### config.mk
export PLATFORM = sky130hd
export DESIGN_NAME = chva_ctrl
export DESIGN_NICKNAME = d
export VERILOG_FILES = /design/src/design/chva_pkg.sv /design/src/design/chva_ctrl.sv
export VERILOG_INCLUDE_DIRS = /design/src /design/src/design
export SDC_FILE = /design/constraint.sdc
export NUM_CORES = 1
export LEC_CHECK = 0
export BUFFER_PORTS_ARGS = -buffer_cell sky130_fd_sc_hd__buf_4
export CELL_PAD_IN_SITES_DETAIL_PLACEMENT = 0
export CELL_PAD_IN_SITES_GLOBAL_PLACEMENT = 1
export CORE_MARGIN = 4
export CORE_UTILIZATION = 29
export CTS_CLUSTER_SIZE = 24
export DETAILED_ROUTE_END_ITERATION = 10
export PLACE_DENSITY_LB_ADDON = 0.1
export RECOVER_POWER = 50
export SLEW_MARGIN = 0
export SYNTH_ARGS = -nofsm -noshare
export SYNTH_HDL_FRONTEND = slang
export SYNTH_SLANG_ARGS = --single-unit
export TNS_END_PERCENT = 30
### constraint.sdc
create_clock -name clock -period 1.45 [get_ports clock]
set_input_delay 0.145 -clock clock [delete_from_list [all_inputs] [get_ports clock]]
set_output_delay 0.145 -clock clock [all_outputs]
set_load 0.005 [all_outputs]
### src/design/conformal_hough_vote_accumulator_macros.svh
// assertion macros shared by the hough vote accumulator modules
`ifndef CONFORMAL_HOUGH_VOTE_ACCUMULATOR_MACROS_SVH
`define CONFORMAL_HOUGH_VOTE_ACCUMULATOR_MACROS_SVH

// consequent checked in the same cycle
`define CHVA_ASSERT_SAME(label, ante, cons, msg) \
   label: assert property (@(posedge clock) disable iff (reset) (ante) |-> (cons)) \
      else $error(msg);

// consequent checked in the next cycle
`define CHVA_ASSERT_NEXT(label, ante, cons, msg) \
   label: assert property (@(posedge clock) disable iff (reset) (ante) |=> (cons)) \
      else $error(msg);

`endif

### src/design/chva_pkg.sv
// types and constants of the hough vote accumulator
`default_nettype none

package chva_pkg;

   // payload widths
   localparam int HIT_W      = 20;
   localparam int TRIG_W     = 18;
   localparam int COUNT_W    = 16;
   localparam int USED_W     = 9;
   localparam int RCFG_W     = 32;
   localparam int IDX_W      = 8;
   localparam int CSR_ADDR_W = 3;
   localparam int CSR_DATA_W = 32;

   // conformal divider
   localparam int SUMSQ_W   = 40;
   localparam int QUOT_W    = 31;
   localparam int DIV_STEPS = 50;
   localparam int DIV_CNT_W = 6;

   localparam logic [COUNT_W-1:0] COUNT_MAX = 16'hFFFF;

   // register indexes
   localparam logic [CSR_ADDR_W-1:0] CSR_THETA_USED = 3'd0;
   localparam logic [CSR_ADDR_W-1:0] CSR_R_USED     = 3'd1;
   localparam logic [CSR_ADDR_W-1:0] CSR_R_MIN      = 3'd2;
   localparam logic [CSR_ADDR_W-1:0] CSR_R_MAX      = 3'd3;
   localparam logic [CSR_ADDR_W-1:0] CSR_R_INV      = 3'd4;

   // register reset values
   localparam logic [USED_W-1:0] THETA_USED_RST = 9'd256;
   localparam logic [USED_W-1:0] R_USED_RST     = 9'd256;
   localparam logic [RCFG_W-1:0] R_MIN_RST      = 32'h0000_0000;
   localparam logic [RCFG_W-1:0] R_MAX_RST      = 32'h0100_0000;
   localparam logic [RCFG_W-1:0] R_INV_RST      = 32'h0100_0000;

   typedef enum logic [1:0] {
      OP_VOTE  = 2'd0,
      OP_READ  = 2'd1,
      OP_CLEAR = 2'd2,
      OP_TRIG  = 2'd3
   } opcode_type;

   typedef enum logic [3:0] {
      ST_CLEAR,
      ST_IDLE,
      ST_DECODE,
      ST_SQUARE,
      ST_SUM,
      ST_DIV_START,
      ST_DIV_WAIT,
      ST_VOTE,
      ST_READ,
      ST_FINISH
   } state_type;

   typedef struct packed {
      logic capture;
      logic square;
      logic sum;
      logic div_start;
      logic theta_init;
      logic issue;
      logic clear_step;
      logic read_bin;
      logic trig_write;
      logic max_clear;
      logic rsp_load;
   } dp_cmd_type;

   typedef struct packed {
      opcode_type op;
      logic       zero_radius;
      logic       div_done;
      logic       theta_done;
      logic       clear_last;
      logic       pipe_empty;
   } dp_status_type;

endpackage

`default_nettype wire

### src/design/chva_ctrl.sv
// controller state machine of the hough vote accumulator
`default_nettype none
`include "conformal_hough_vote_accumulator_macros.svh"

module chva_ctrl (
   input  wire logic                     clock,
   input  wire logic                     reset,
   input  wire logic                     req_valid,
   output logic                          req_ready,
   output logic                          rsp_valid,
   input  wire logic                     rsp_ready,
   output chva_pkg::dp_cmd_type          cmd,
   input  wire chva_pkg::dp_status_type  status
);

   chva_pkg::state_type state_ff, state_in;
   logic                rsp_valid_ff, rsp_valid_in;
   logic                clr_rsp_ff, clr_rsp_in;

   // state registers
   always_ff @(posedge clock) begin
      if (reset) begin
         state_ff     <= chva_pkg::ST_CLEAR;
         rsp_valid_ff <= 1'b0;
         clr_rsp_ff   <= 1'b0;
      end else begin
         state_ff     <= state_in;
         rsp_valid_ff <= rsp_valid_in;
         clr_rsp_ff   <= clr_rsp_in;
      end
   end

   // next state and commands
   always_comb begin
      cmd          = '0;
      state_in     = state_ff;
      rsp_valid_in = rsp_valid_ff && !rsp_ready;
      clr_rsp_in   = clr_rsp_ff;
      unique case (state_ff)
         chva_pkg::ST_CLEAR: begin
            cmd.clear_step = 1'b1;
            if (status.clear_last) begin
               state_in   = clr_rsp_ff ? chva_pkg::ST_FINISH : chva_pkg::ST_IDLE;
               clr_rsp_in = 1'b0;
            end
         end
         chva_pkg::ST_IDLE: begin
            if (req_valid) begin
               cmd.capture = 1'b1;
               state_in    = chva_pkg::ST_DECODE;
            end
         end
         chva_pkg::ST_DECODE: begin
            unique case (status.op)
               chva_pkg::OP_VOTE: begin
                  state_in = status.zero_radius ? chva_pkg::ST_FINISH : chva_pkg::ST_SQUARE;
               end
               chva_pkg::OP_READ: state_in = chva_pkg::ST_READ;
               chva_pkg::OP_CLEAR: begin
                  cmd.max_clear = 1'b1;
                  clr_rsp_in    = 1'b1;
                  state_in      = chva_pkg::ST_CLEAR;
               end
               chva_pkg::OP_TRIG: begin
                  cmd.trig_write = 1'b1;
                  state_in       = chva_pkg::ST_FINISH;
               end
            endcase
         end
         chva_pkg::ST_SQUARE: begin
            cmd.square = 1'b1;
            state_in   = chva_pkg::ST_SUM;
         end
         chva_pkg::ST_SUM: begin
            cmd.sum  = 1'b1;
            state_in = chva_pkg::ST_DIV_START;
         end
         chva_pkg::ST_DIV_START: begin
            cmd.div_start = 1'b1;
            state_in      = chva_pkg::ST_DIV_WAIT;
         end
         chva_pkg::ST_DIV_WAIT: begin
            if (status.div_done) begin
               cmd.theta_init = 1'b1;
               state_in       = chva_pkg::ST_VOTE;
            end
         end
         chva_pkg::ST_VOTE: begin
            if (!status.theta_done) cmd.issue = 1'b1;
            else if (status.pipe_empty) state_in = chva_pkg::ST_FINISH;
         end
         chva_pkg::ST_READ: begin
            cmd.read_bin = 1'b1;
            state_in     = chva_pkg::ST_FINISH;
         end
         chva_pkg::ST_FINISH: begin
            if (!rsp_valid_ff || rsp_ready) begin
               cmd.rsp_load = 1'b1;
               rsp_valid_in = 1'b1;
               state_in     = chva_pkg::ST_IDLE;
            end
         end
         default: state_in = chva_pkg::ST_IDLE;
      endcase
   end

   assign req_ready = state_ff == chva_pkg::ST_IDLE;
   assign rsp_valid = rsp_valid_ff;

   `CHVA_ASSERT_NEXT(a_accept_decode, req_valid && req_ready, state_ff == chva_pkg::ST_DECODE, "transfer not decoded")
   `CHVA_ASSERT_NEXT(a_load_shows, cmd.rsp_load, rsp_valid_ff, "loaded result not shown")
   `CHVA_ASSERT_SAME(a_finish_drained, state_ff == chva_pkg::ST_FINISH, status.pipe_empty, "result before votes drained")

endmodule

`default_nettype wire
==> flow_metrics.env, run 1 <==
export IMPL_status="finished, violations left"
export IMPL_violations="setup timing"
export IMPL_setup_slack_ps=-16.1
export IMPL_yosysTopAreaCell="dfxtp_1"
export IMPL_diodes=0
export IMPL_cts_root_buffer="clkbuf_4"
export IMPL_die_area_sq_mm=0.00287
export IMPL_maxCapViolations=0
export IMPL_seq_area_frac_synth_pct=20.0
export IMPL_end_kind="flip-flop"
export IMPL_setup_viol=2
export IMPL_critPathMaxFanout=9
export IMPL_ir_drop_uv=646
export IMPL_worst_slew_pin_transition_ps=334
export IMPL_netlist_area_sq_um=602
export IMPL_period_share_pct=101
export IMPL_synth_ff_latch_count=6
export IMPL_vias_per_cell=4.93
export IMPL_r2r_setup_slack_ps=-20
export IMPL_drtIter0Drc=15
export IMPL_syn_nets=93
export IMPL_io_buffer_count=23
export IMPL_ios=24
export IMPL_yosysTopAreaCellShare_pct=20.0
export IMPL_grt_pass1_wl_um=2840
export IMPL_ys_warn_count=0
export IMPL_max_freq_ghz=0.682
export IMPL_stdcell_count=142
export IMPL_grt_pass1_vias=646
export IMPL_critPathMaxStageDelay_ps=380
export IMPL_cts_buffers=3
export IMPL_layout_drive_gt1_share_pct=53.0
export IMPL_fin_nets=132
export IMPL_post_cts_buffers=0
export IMPL_synth_edf_count=0
export IMPL_rsz0062_at_grt="true"
export IMPL_clock_skew_ps=7.48
export IMPL_drt_total_wl_um=1800
export IMPL_avgSynthCellArea_sq_um=7.72
export IMPL_finalHoldViolCount=0
export IMPL_gp_congestion=0.894
export IMPL_clock_latency_ps=240
export IMPL_crit_path_start_kind="flip-flop"
export IMPL_slew_violations=0
export IMPL_grtUsageTotal_pct=13.3
export IMPL_antenna_found_initial=0
export IMPL_core_rowCount=16
export IMPL_synth_distinct_cells=31
export IMPL_post_route_drc_count=0
export IMPL_start_util_pct=30.7
export IMPL_via_count=700
export IMPL_die_w_um=53.6
export IMPL_slew_headroom_pct=77.5
export IMPL_crit_arrival_ps=1630
export IMPL_whs_path_depth=2
export IMPL_crit_required_ps=1610
export IMPL_filler_cell_count=219
export IMPL_critPathSlowestCell="dfxtp_4"
export IMPL_criticalPathCategory="flip-flop to flip-flop"
export IMPL_power_leakage_nw=0.453
export IMPL_reg2reg_depth=4
export IMPL_cts_tree="built"
export IMPL_power_density_mw_per_mm2=1400
export IMPL_clock_sinks=6
export IMPL_firstDrtPassIters=4
export IMPL_place_hpwl_um=1390
export IMPL_die_h_um=53.6
export IMPL_htree_levels=1
export IMPL_overflow=0
export IMPL_synth_area_leaders="dfxtp_1, ha_1, a21oi_1"
export IMPL_finalCriticalPeriod_ps=1470
export IMPL_total_power_mw=1.41
export IMPL_synthFlopType="dfxtp_1"
export IMPL_drtAntennaViolNets=0
export IMPL_hp_class="input pin to flip-flop"
export IMPL_path_cells="and3_1 > a22o_1 > or3_4 > a211oi_2"
export IMPL_core_area_sq_mm=0.00196
export IMPL_async_reset_ff_share_pct=0
export IMPL_place_inst=139
export IMPL_cts_clk_slew_worst_paths_ps=50
export IMPL_grt_max_degree=10
export IMPL_wire_per_inst_um=12.7
export IMPL_area_growth_pct=67.8
export IMPL_synthCells=78
export IMPL_clock_path_buffers=2
## per-layer routing
layer  GRT usage [%]  vias to the layer above  part of all wire (%)
met1            17.7                      315                    42
met4            1.28                        0                     0
met2            21.6                       21                    52
li1                -                      364                     -
met3            4.16                        0                   5.1
met5               0                        -                     0
## state kept, by name, indices dropped and copies added (netlist names)
signal,flops
state_ff,4
clr_rsp_ff,1
rsp_valid,1
## through the flow
step	hold WS (ps)	util [%]	setup TNS (ps)	worst slack (ps)	area, sq um
6_report	112	51.5	-19.2	-16.1	1010
5_1_grt	97.6	51.5	-167	-50.4	1010
4_1_cts	105	48.1	-15.2	-7.83	943
3_5_place_dp	377	45.6	-187	-69.7	895
3_3_place_gp	377	45.6	-129	-66.7	895
2_1_floorplan	210	-	0	21.7	602
## layout make-up
cell class	count	area, sq um	area share (%)
tap	27	33.8	3.35
multi-input combinational	62	488	48.3
sequential	6	135	13.4
inverter	4	15.0	1.49
timing repair buffer	40	315	31.2
clock buffer	3	22.5	2.23
## path summary, 6_finish.rpt
| kind | startpoint | endpoint |
|---|---|---|
| worst max-delay path | state_ff[0] | state_ff[0] |
| worst min register to register | clr_rsp_ff | clr_rsp_ff |
| worst min-delay path | reset | state_ff[0] |
| worst max register to register | state_ff[0] | state_ff[0] |
## cell families (layout without fill, tap and decap cells)
group / after synthesis / count (layout) / share of synthesized area (%)
compound gates: 18 / 18 / 21.8
fa+ha+maj: 4 / 4 / 8.32
buf+inv: 10 / 47 / 9.35
flops: 6 / 6 / 20.0
simple gates: 40 / 40 / 40.5
## power breakdown
| part | total, mW | internal (mW) | switching, mW |
|---|---|---|---|
| clock | 0.151 | 0.0935 | 0.0577 |
| sequential | 0.313 | 0.223 | 0.0894 |
| combinational | 0.949 | 0.538 | 0.411 |
## Yosys cell counts (2+ instances only)
cell type and count:
a211o_1 2, a21oi_1 7, and3_1 5, buf_2 3, buf_6 2, dfxtp_1 6
ha_1 4, inv_1 4, nand2_1 3, nand2b_1 3, nand4bb_1 2, nor2_1 8
nor2b_1 3, nor3_1 5, nor4_1 3, o21ai_0 2, or3_1 2
## critical path, delay by kind of cell, from the launching register on
| family | cells | cell delay [ps] |
|---|---|---|
| flip-flops | 1 | 380 |
| AND/OR/NAND/NOR | 2 | 560 |
| AO/OA/AOI/OAI | 2 | 450 |
## placed cells by master (no fill, tap or decap), types with 2 or more instances in the layout
cell type   n
clkbuf_4    4
a21oi_1     6
nor3_1      4
nand2b_1    3
buf_6       4
nand2_1     3
nor2_1      7
or3_1       2
nor4_1      3
o21ai_0     2
a211o_1     2
inv_1       4
ha_1        4
dfxtp_4     4
buf_4      35
and3_1      5
dfxtp_1     2
## repair_timing
item / CTS / global route
endpoints found under the setup margin: 11 / 11
pin swaps: 0 / 2
gates resized for setup: 8 / 15
hold buffers: 0 / 0
No activity file was read; power rests on OpenSTA's default activity.
==> inputs of run 2 (changes only) <==
ABC_AREA = 1   (was not set)
CORE_UTILIZATION = 27   (was 29)
==> flow_metrics.env, run 2 <==
export IMPL_grt_max_degree=7
export IMPL_post_synth_top_count_cell="nor2_1"
export IMPL_final_cell_mix="buf_4, nor2_1, inv_1"
export IMPL_reg2reg_depth=9
export IMPL_netlist_area_sq_um=592
export IMPL_rsz0062_at_grt="true"
export IMPL_finalCriticalPeriod_ps=1400
export IMPL_ys_warn_count=0
export IMPL_hp_class="input pin to flip-flop"
export IMPL_slew_violations=0
export IMPL_synth_distinct_cells=20
export IMPL_path_cells="inv_2 > nor2_1 > nand2_1 > nor2_1 > buf_4"
export IMPL_power_density_mw_per_mm2=1410
export IMPL_synth_compound_area_share_pct=8.88
export IMPL_cts_buffers=3
export IMPL_via_count=694
export IMPL_layout_commonest_cell="buf_4"
export IMPL_period_share_pct=96.4
export IMPL_clock_path_buffers=2
export IMPL_setup_slack_ps=52.7
export IMPL_drtAntennaViolNets=0
export IMPL_r2r_setup_slack_ps=160
export IMPL_max_freq_ghz=0.716
export IMPL_design_area_sq_um=895
export IMPL_synthMuxAreaShare_pct=0
export IMPL_min_to="rsp_valid"
export IMPL_die_w_um=54.8
export IMPL_ir_drop_uv=765
export IMPL_yosysTopAreaCell="dfxtp_1"
export IMPL_grtUsageTotal_pct=12.6
export IMPL_grt_pass1_vias=604
export IMPL_maxCapViolations=0
export IMPL_critPathMaxFanout=6
export IMPL_synth_top_family_by_area="simple AND/OR/NAND/NOR gates"
export IMPL_io_buffer_count=23
export IMPL_synth_ff_latch_count=6
export IMPL_synthFlopType="dfxtp_1"
export IMPL_yosys_area_share_simple_pct=46.5
export IMPL_clock_skew_ps=10.5
export IMPL_async_reset_ff_share_pct=0
export IMPL_cts_clk_slew_worst_paths_ps=60
export IMPL_area_growth_pct=51.2
export IMPL_clock_sinks=6
export IMPL_post_place_ws_ps=123
export IMPL_largest_reg_flops=4
export IMPL_fin_util_pct=44.2
export IMPL_place_inst=152
export IMPL_overflow=0
export IMPL_ios=24
export IMPL_cpMostUsedCell="nor2_1"
export IMPL_die_area_sq_mm=0.00300
export IMPL_stdcell_count=157
export IMPL_vias_per_cell=4.42
export IMPL_finalHoldViolCount=0
export IMPL_yosysTopAreaCellShare_pct=20.3
export IMPL_core_area_sq_mm=0.00202
export IMPL_synth_xor_area_share_pct=0
export IMPL_wire_per_inst_um=10.5
export IMPL_clock_latency_ps=260
export IMPL_worstHoldStart="reset"
export IMPL_worst_slew_pin_transition_ps=238
export IMPL_htree_levels=1
export IMPL_total_power_mw=1.26
export IMPL_drt_total_wl_um=1650
export IMPL_end_kind="primary output"
export IMPL_fin_nets=147
export IMPL_place_hpwl_um=1380
export IMPL_layout_drive_gt1_share_pct=39.2
export IMPL_synth_commonest_cells="nor2_1, inv_1, nand2_1"
export IMPL_antenna_found_initial=0
export IMPL_syn_nets=117
export IMPL_status="finished clean"
export IMPL_critPathSlowestCell="dfxtp_4"
export IMPL_start_util_pct=29.3
export IMPL_setup_viol=0
export IMPL_hold_slack_ps=70.1
export IMPL_grt_pass1_wl_um=2640
export IMPL_place_area_sq_um=798
export IMPL_avgSynthCellArea_sq_um=5.80
export IMPL_die_h_um=54.8
export IMPL_tns_ps=0
export IMPL_regMostFlops="state_ff"
export IMPL_crit_arrival_ps=1250
export IMPL_crit_path_start_kind="flip-flop"
export IMPL_crit_family="simple AND/OR/NAND/NOR gates"
export IMPL_cts_root_buffer="clkbuf_4"
export IMPL_diodes=0
export IMPL_r2r_end="state_ff[1]"
export IMPL_power_leakage_nw=0.488
export IMPL_criticalPathCategory="flip-flop to primary output"
export IMPL_synthCells=102
export IMPL_rr_startpoint="state_ff[2]"
export IMPL_whs_path_depth=2
export IMPL_seq_area_frac_synth_pct=20.3
export IMPL_synth_area_leaders="dfxtp_1, nor2_1, inv_1"
export IMPL_core_rowCount=16
export IMPL_drtIter0Drc=9
export IMPL_synth_edf_count=0
export IMPL_critPathBufInv=2
export IMPL_synthAdderAreaFrac_pct=8.46
export IMPL_slew_headroom_pct=84.0
export IMPL_post_route_drc_count=0
export IMPL_critPathMaxStageDelay_ps=400
export IMPL_cts_tree="built"
export IMPL_crit_required_ps=1310
export IMPL_firstDrtPassIters=4
export IMPL_gp_congestion=0.779
[run 2: cell types whose count changed after synthesis, moves of 4 or more]
cell     change
inv_2        +5
nand3_1     +10
nor2_2       +5
nand2_1     +10
inv_1       +16
and3_1       -5
a21oi_1      -4
nor2_1      +14
[run 2: timing repair]
item / in CTS / in global routing
buffers inserted: 0 / 2
endpoints found under the setup margin: 6 / 11
pin swaps: 0 / 1
cloned: 0 / 0
hold buffers: 0 / 0
resized for setup: 4 / 14
[run 2: kinds of logic (layout without fill, tap and decap cells)]
kind of cell | count (synthesis) | in the layout
compound gates | 9 | 9
fa+ha+maj | 4 | 4
flops | 6 | 6
simple gates | 58 | 58
buf+inv | 25 | 53
[run 2: final cells by class]
type / count / area (sq um)
Inverter: 25 / 93.8
Clock buffer: 3 / 22.5
Timing Repair Buffer: 25 / 188
Multi-Input combinational cell: 71 / 422
Sequential cell: 6 / 135
Tap cell: 27 / 33.8
Fill cell: 225 / 1130
[run 2: worst max path at each step]
| stage | endpoint | start | slack (ps) | cells past startpoint |
|---|---|---|---|---|
| floorplan | clr_rsp_ff | state_ff[3] | 280 | 6 |
| global placement | state_ff[0] | state_ff[0] | 100 | 6 |
| detailed placement | state_ff[0] | state_ff[0] | 120 | 6 |
| CTS | cmd[6] | state_ff[2] | -30 | 5 |
| global route | cmd[0] | state_ff[3] | -10 | 5 |
| finish | cmd[0] | state_ff[3] | 50 | 5 |
[run 2: report_power, final]
part           switching [mW]  total (mW)  internal [mW]
combinational           0.454       0.784          0.330
clock                  0.0730       0.168         0.0945
sequential             0.0820       0.311          0.229
total                   0.609        1.26          0.653
[run 2: layer usage]
metal / vias up / track usage, % / share of wire (%)
li1: 372 / - / -
met1: 300 / 16.7 / 47
met2: 17 / 19.1 / 46
met3: 5 / 3.27 / 6.1
met4: 0 / 4.98 / 1.6
met5: - / 0 / 0
==> inputs of run 3 (changes only) <==
ABC_AREA = not set   (was 1)
CORE_MARGIN = 2   (was 4)
CORE_UTILIZATION = 29   (was 27)
==> flow_metrics.env, run 3 (synthesized netlist as in run 1, its figures left out) <==
export IMPL_setup_viol=2
export IMPL_layout_drive_gt1_share_pct=52.1
export IMPL_fin_util_pct=50.4
export IMPL_rsz0062_at_grt="true"
export IMPL_max_freq_ghz=0.685
export IMPL_critPathCapture="state_ff[0]"
export IMPL_overflow=0
export IMPL_grtUsageTotal_pct=15.9
export IMPL_cts_clk_slew_worst_paths_ps=50
export IMPL_slew_headroom_pct=77.0
export IMPL_wire_per_inst_um=12.5
export IMPL_cts_tree="built"
export IMPL_slew_violations=0
export IMPL_io_buffer_count=23
export IMPL_setup_slack_ps=-9.38
export IMPL_rr_startpoint="state_ff[1]"
export IMPL_crit_path_start_kind="flip-flop"
export IMPL_area_growth_pct=64.4
export IMPL_die_w_um=49.6
export IMPL_r2r_setup_slack_ps=-9
export IMPL_finalHoldViolCount=0
export IMPL_diodes=0
export IMPL_ios=24
export IMPL_filler_cell_count=224
export IMPL_drt_total_wl_um=1810
export IMPL_fin_nets=134
export IMPL_power_leakage_nw=0.456
export IMPL_die_h_um=49.6
export IMPL_r2r_end="state_ff[0]"
export IMPL_criticalPathCategory="flip-flop to flip-flop"
export IMPL_hp_class="input pin to flip-flop"
export IMPL_power_density_mw_per_mm2=1400
export IMPL_clock_skew_ps=6.30
export IMPL_drtIter0Drc=11
export IMPL_core_area_sq_mm=0.00196
export IMPL_maxCapViolations=0
export IMPL_cts_buffers=3
export IMPL_grt_max_degree=10
export IMPL_violations="setup timing"
export IMPL_gp_congestion=0.787
export IMPL_post_route_drc_count=0
export IMPL_critPathMaxFanout=6
export IMPL_cts_root_buffer="clkbuf_4"
export IMPL_reg2reg_depth=4
export IMPL_largest_reg_flops=4
export IMPL_antenna_found_initial=0
export IMPL_via_count=705
export IMPL_finalCriticalPeriod_ps=1460
export IMPL_crit_start="state_ff[1]"
export IMPL_tns_ps=-14.1
export IMPL_start_util_pct=30.7
export IMPL_ir_drop_uv=783
export IMPL_period_share_pct=101
export IMPL_grt_pass1_wl_um=2950
export IMPL_drtAntennaViolNets=0
export IMPL_total_power_mw=1.38
export IMPL_place_hpwl_um=1430
export IMPL_clock_latency_ps=250
export IMPL_core_rowCount=16
export IMPL_regMostFlops="state_ff"
export IMPL_vias_per_cell=4.90
export IMPL_clock_path_buffers=2
export IMPL_crit_required_ps=1610
export IMPL_final_cell_mix="buf_4, nor2_1, a21oi_1"
export IMPL_clock_sinks=6
export IMPL_layout_commonest_cell="buf_4"
export IMPL_end_kind="flip-flop"
export IMPL_htree_levels=1
export IMPL_firstDrtPassIters=4
export IMPL_ctsHoldBuffers=0
export IMPL_die_area_sq_mm=0.00246
export IMPL_grt_pass1_vias=696
export IMPL_status="finished, violations left"
export IMPL_crit_arrival_ps=1620
export IMPL_worst_slew_pin_transition_ps=341
run 3: cell count changes in the layout (fill, tap and decap cells not counted), moves of 6 or more:
cell,change
nand2_1,-10
inv_2,-6
nand3_1,-10
nor2_4,-6
nor2_1,-14
buf_4,+17
inv_1,-15
run 3: area by class of cell:
class                      count  area (sq um)  area share (%)
multi-input combinational     62           470            47.5
timing repair buffer          42           315            31.9
sequential                     6           133            13.4
tap                           27          33.8            3.41
clock buffer                   3          22.5            2.28
inverter                       4          15.0            1.52
run 3: what timing repair did:
action / 4_1_cts / 5_1_grt
buffers inserted: 0 / 1
resized for setup: 13 / 5
hold endpoints to repair: 0 / 0
pin swaps: 0 / 5
setup endpoints to repair: 11 / 15
run 3: critical path, cell delays in order (launching register included):
cell      delay [ps]
dfxtp_4          360
and3_4           180
a22o_1           260
or3_4            410
a211oi_2         170
run 3: where the power goes:
part	switching, mW	internal [mW]
logic	0.418	0.520
registers	0.0691	0.223
clock network	0.0597	0.0936
total	0.547	0.837
run 3: how the worst min path moves through the flow:
stage,to,start,depth (start not counted),slack (ps)
6_report,state_ff[0],reset,2,110
5_1_grt,state_ff[0],reset,2,110
4_1_cts,state_ff[0],reset,2,100
3_5_place_dp,state_ff[0],reset,2,380
3_3_place_gp,state_ff[0],reset,2,380
2_1_floorplan,state_ff[0],reset,1,210
run 3: layer usage:
| layer | global-route usage (%) | vias to the layer above | wire length [um] |
|---|---|---|---|
| li1 | - | 371 | - |
| met1 | 17.8 | 317 | 754 |
| met2 | 28.2 | 17 | 967 |
| met3 | 6.36 | 0 | 86 |
| met4 | 2.78 | 0 | 0 |
| met5 | 0 | - | 0 |
run 3: per-stage QoR:
step / area [sq um] / hold WS, ps / std cells / setup slack (ps)
after floorplan: 602 / 210 / 78 / 21.7
after global placement: 910 / 377 / 141 / -48.2
after detailed placement: 910 / 377 / 141 / -67.5
after CTS: 968 / 103 / 143 / -0.829
after global routing: 990 / 112 / 144 / -91.9
final: 990 / 112 / 144 / -9.38
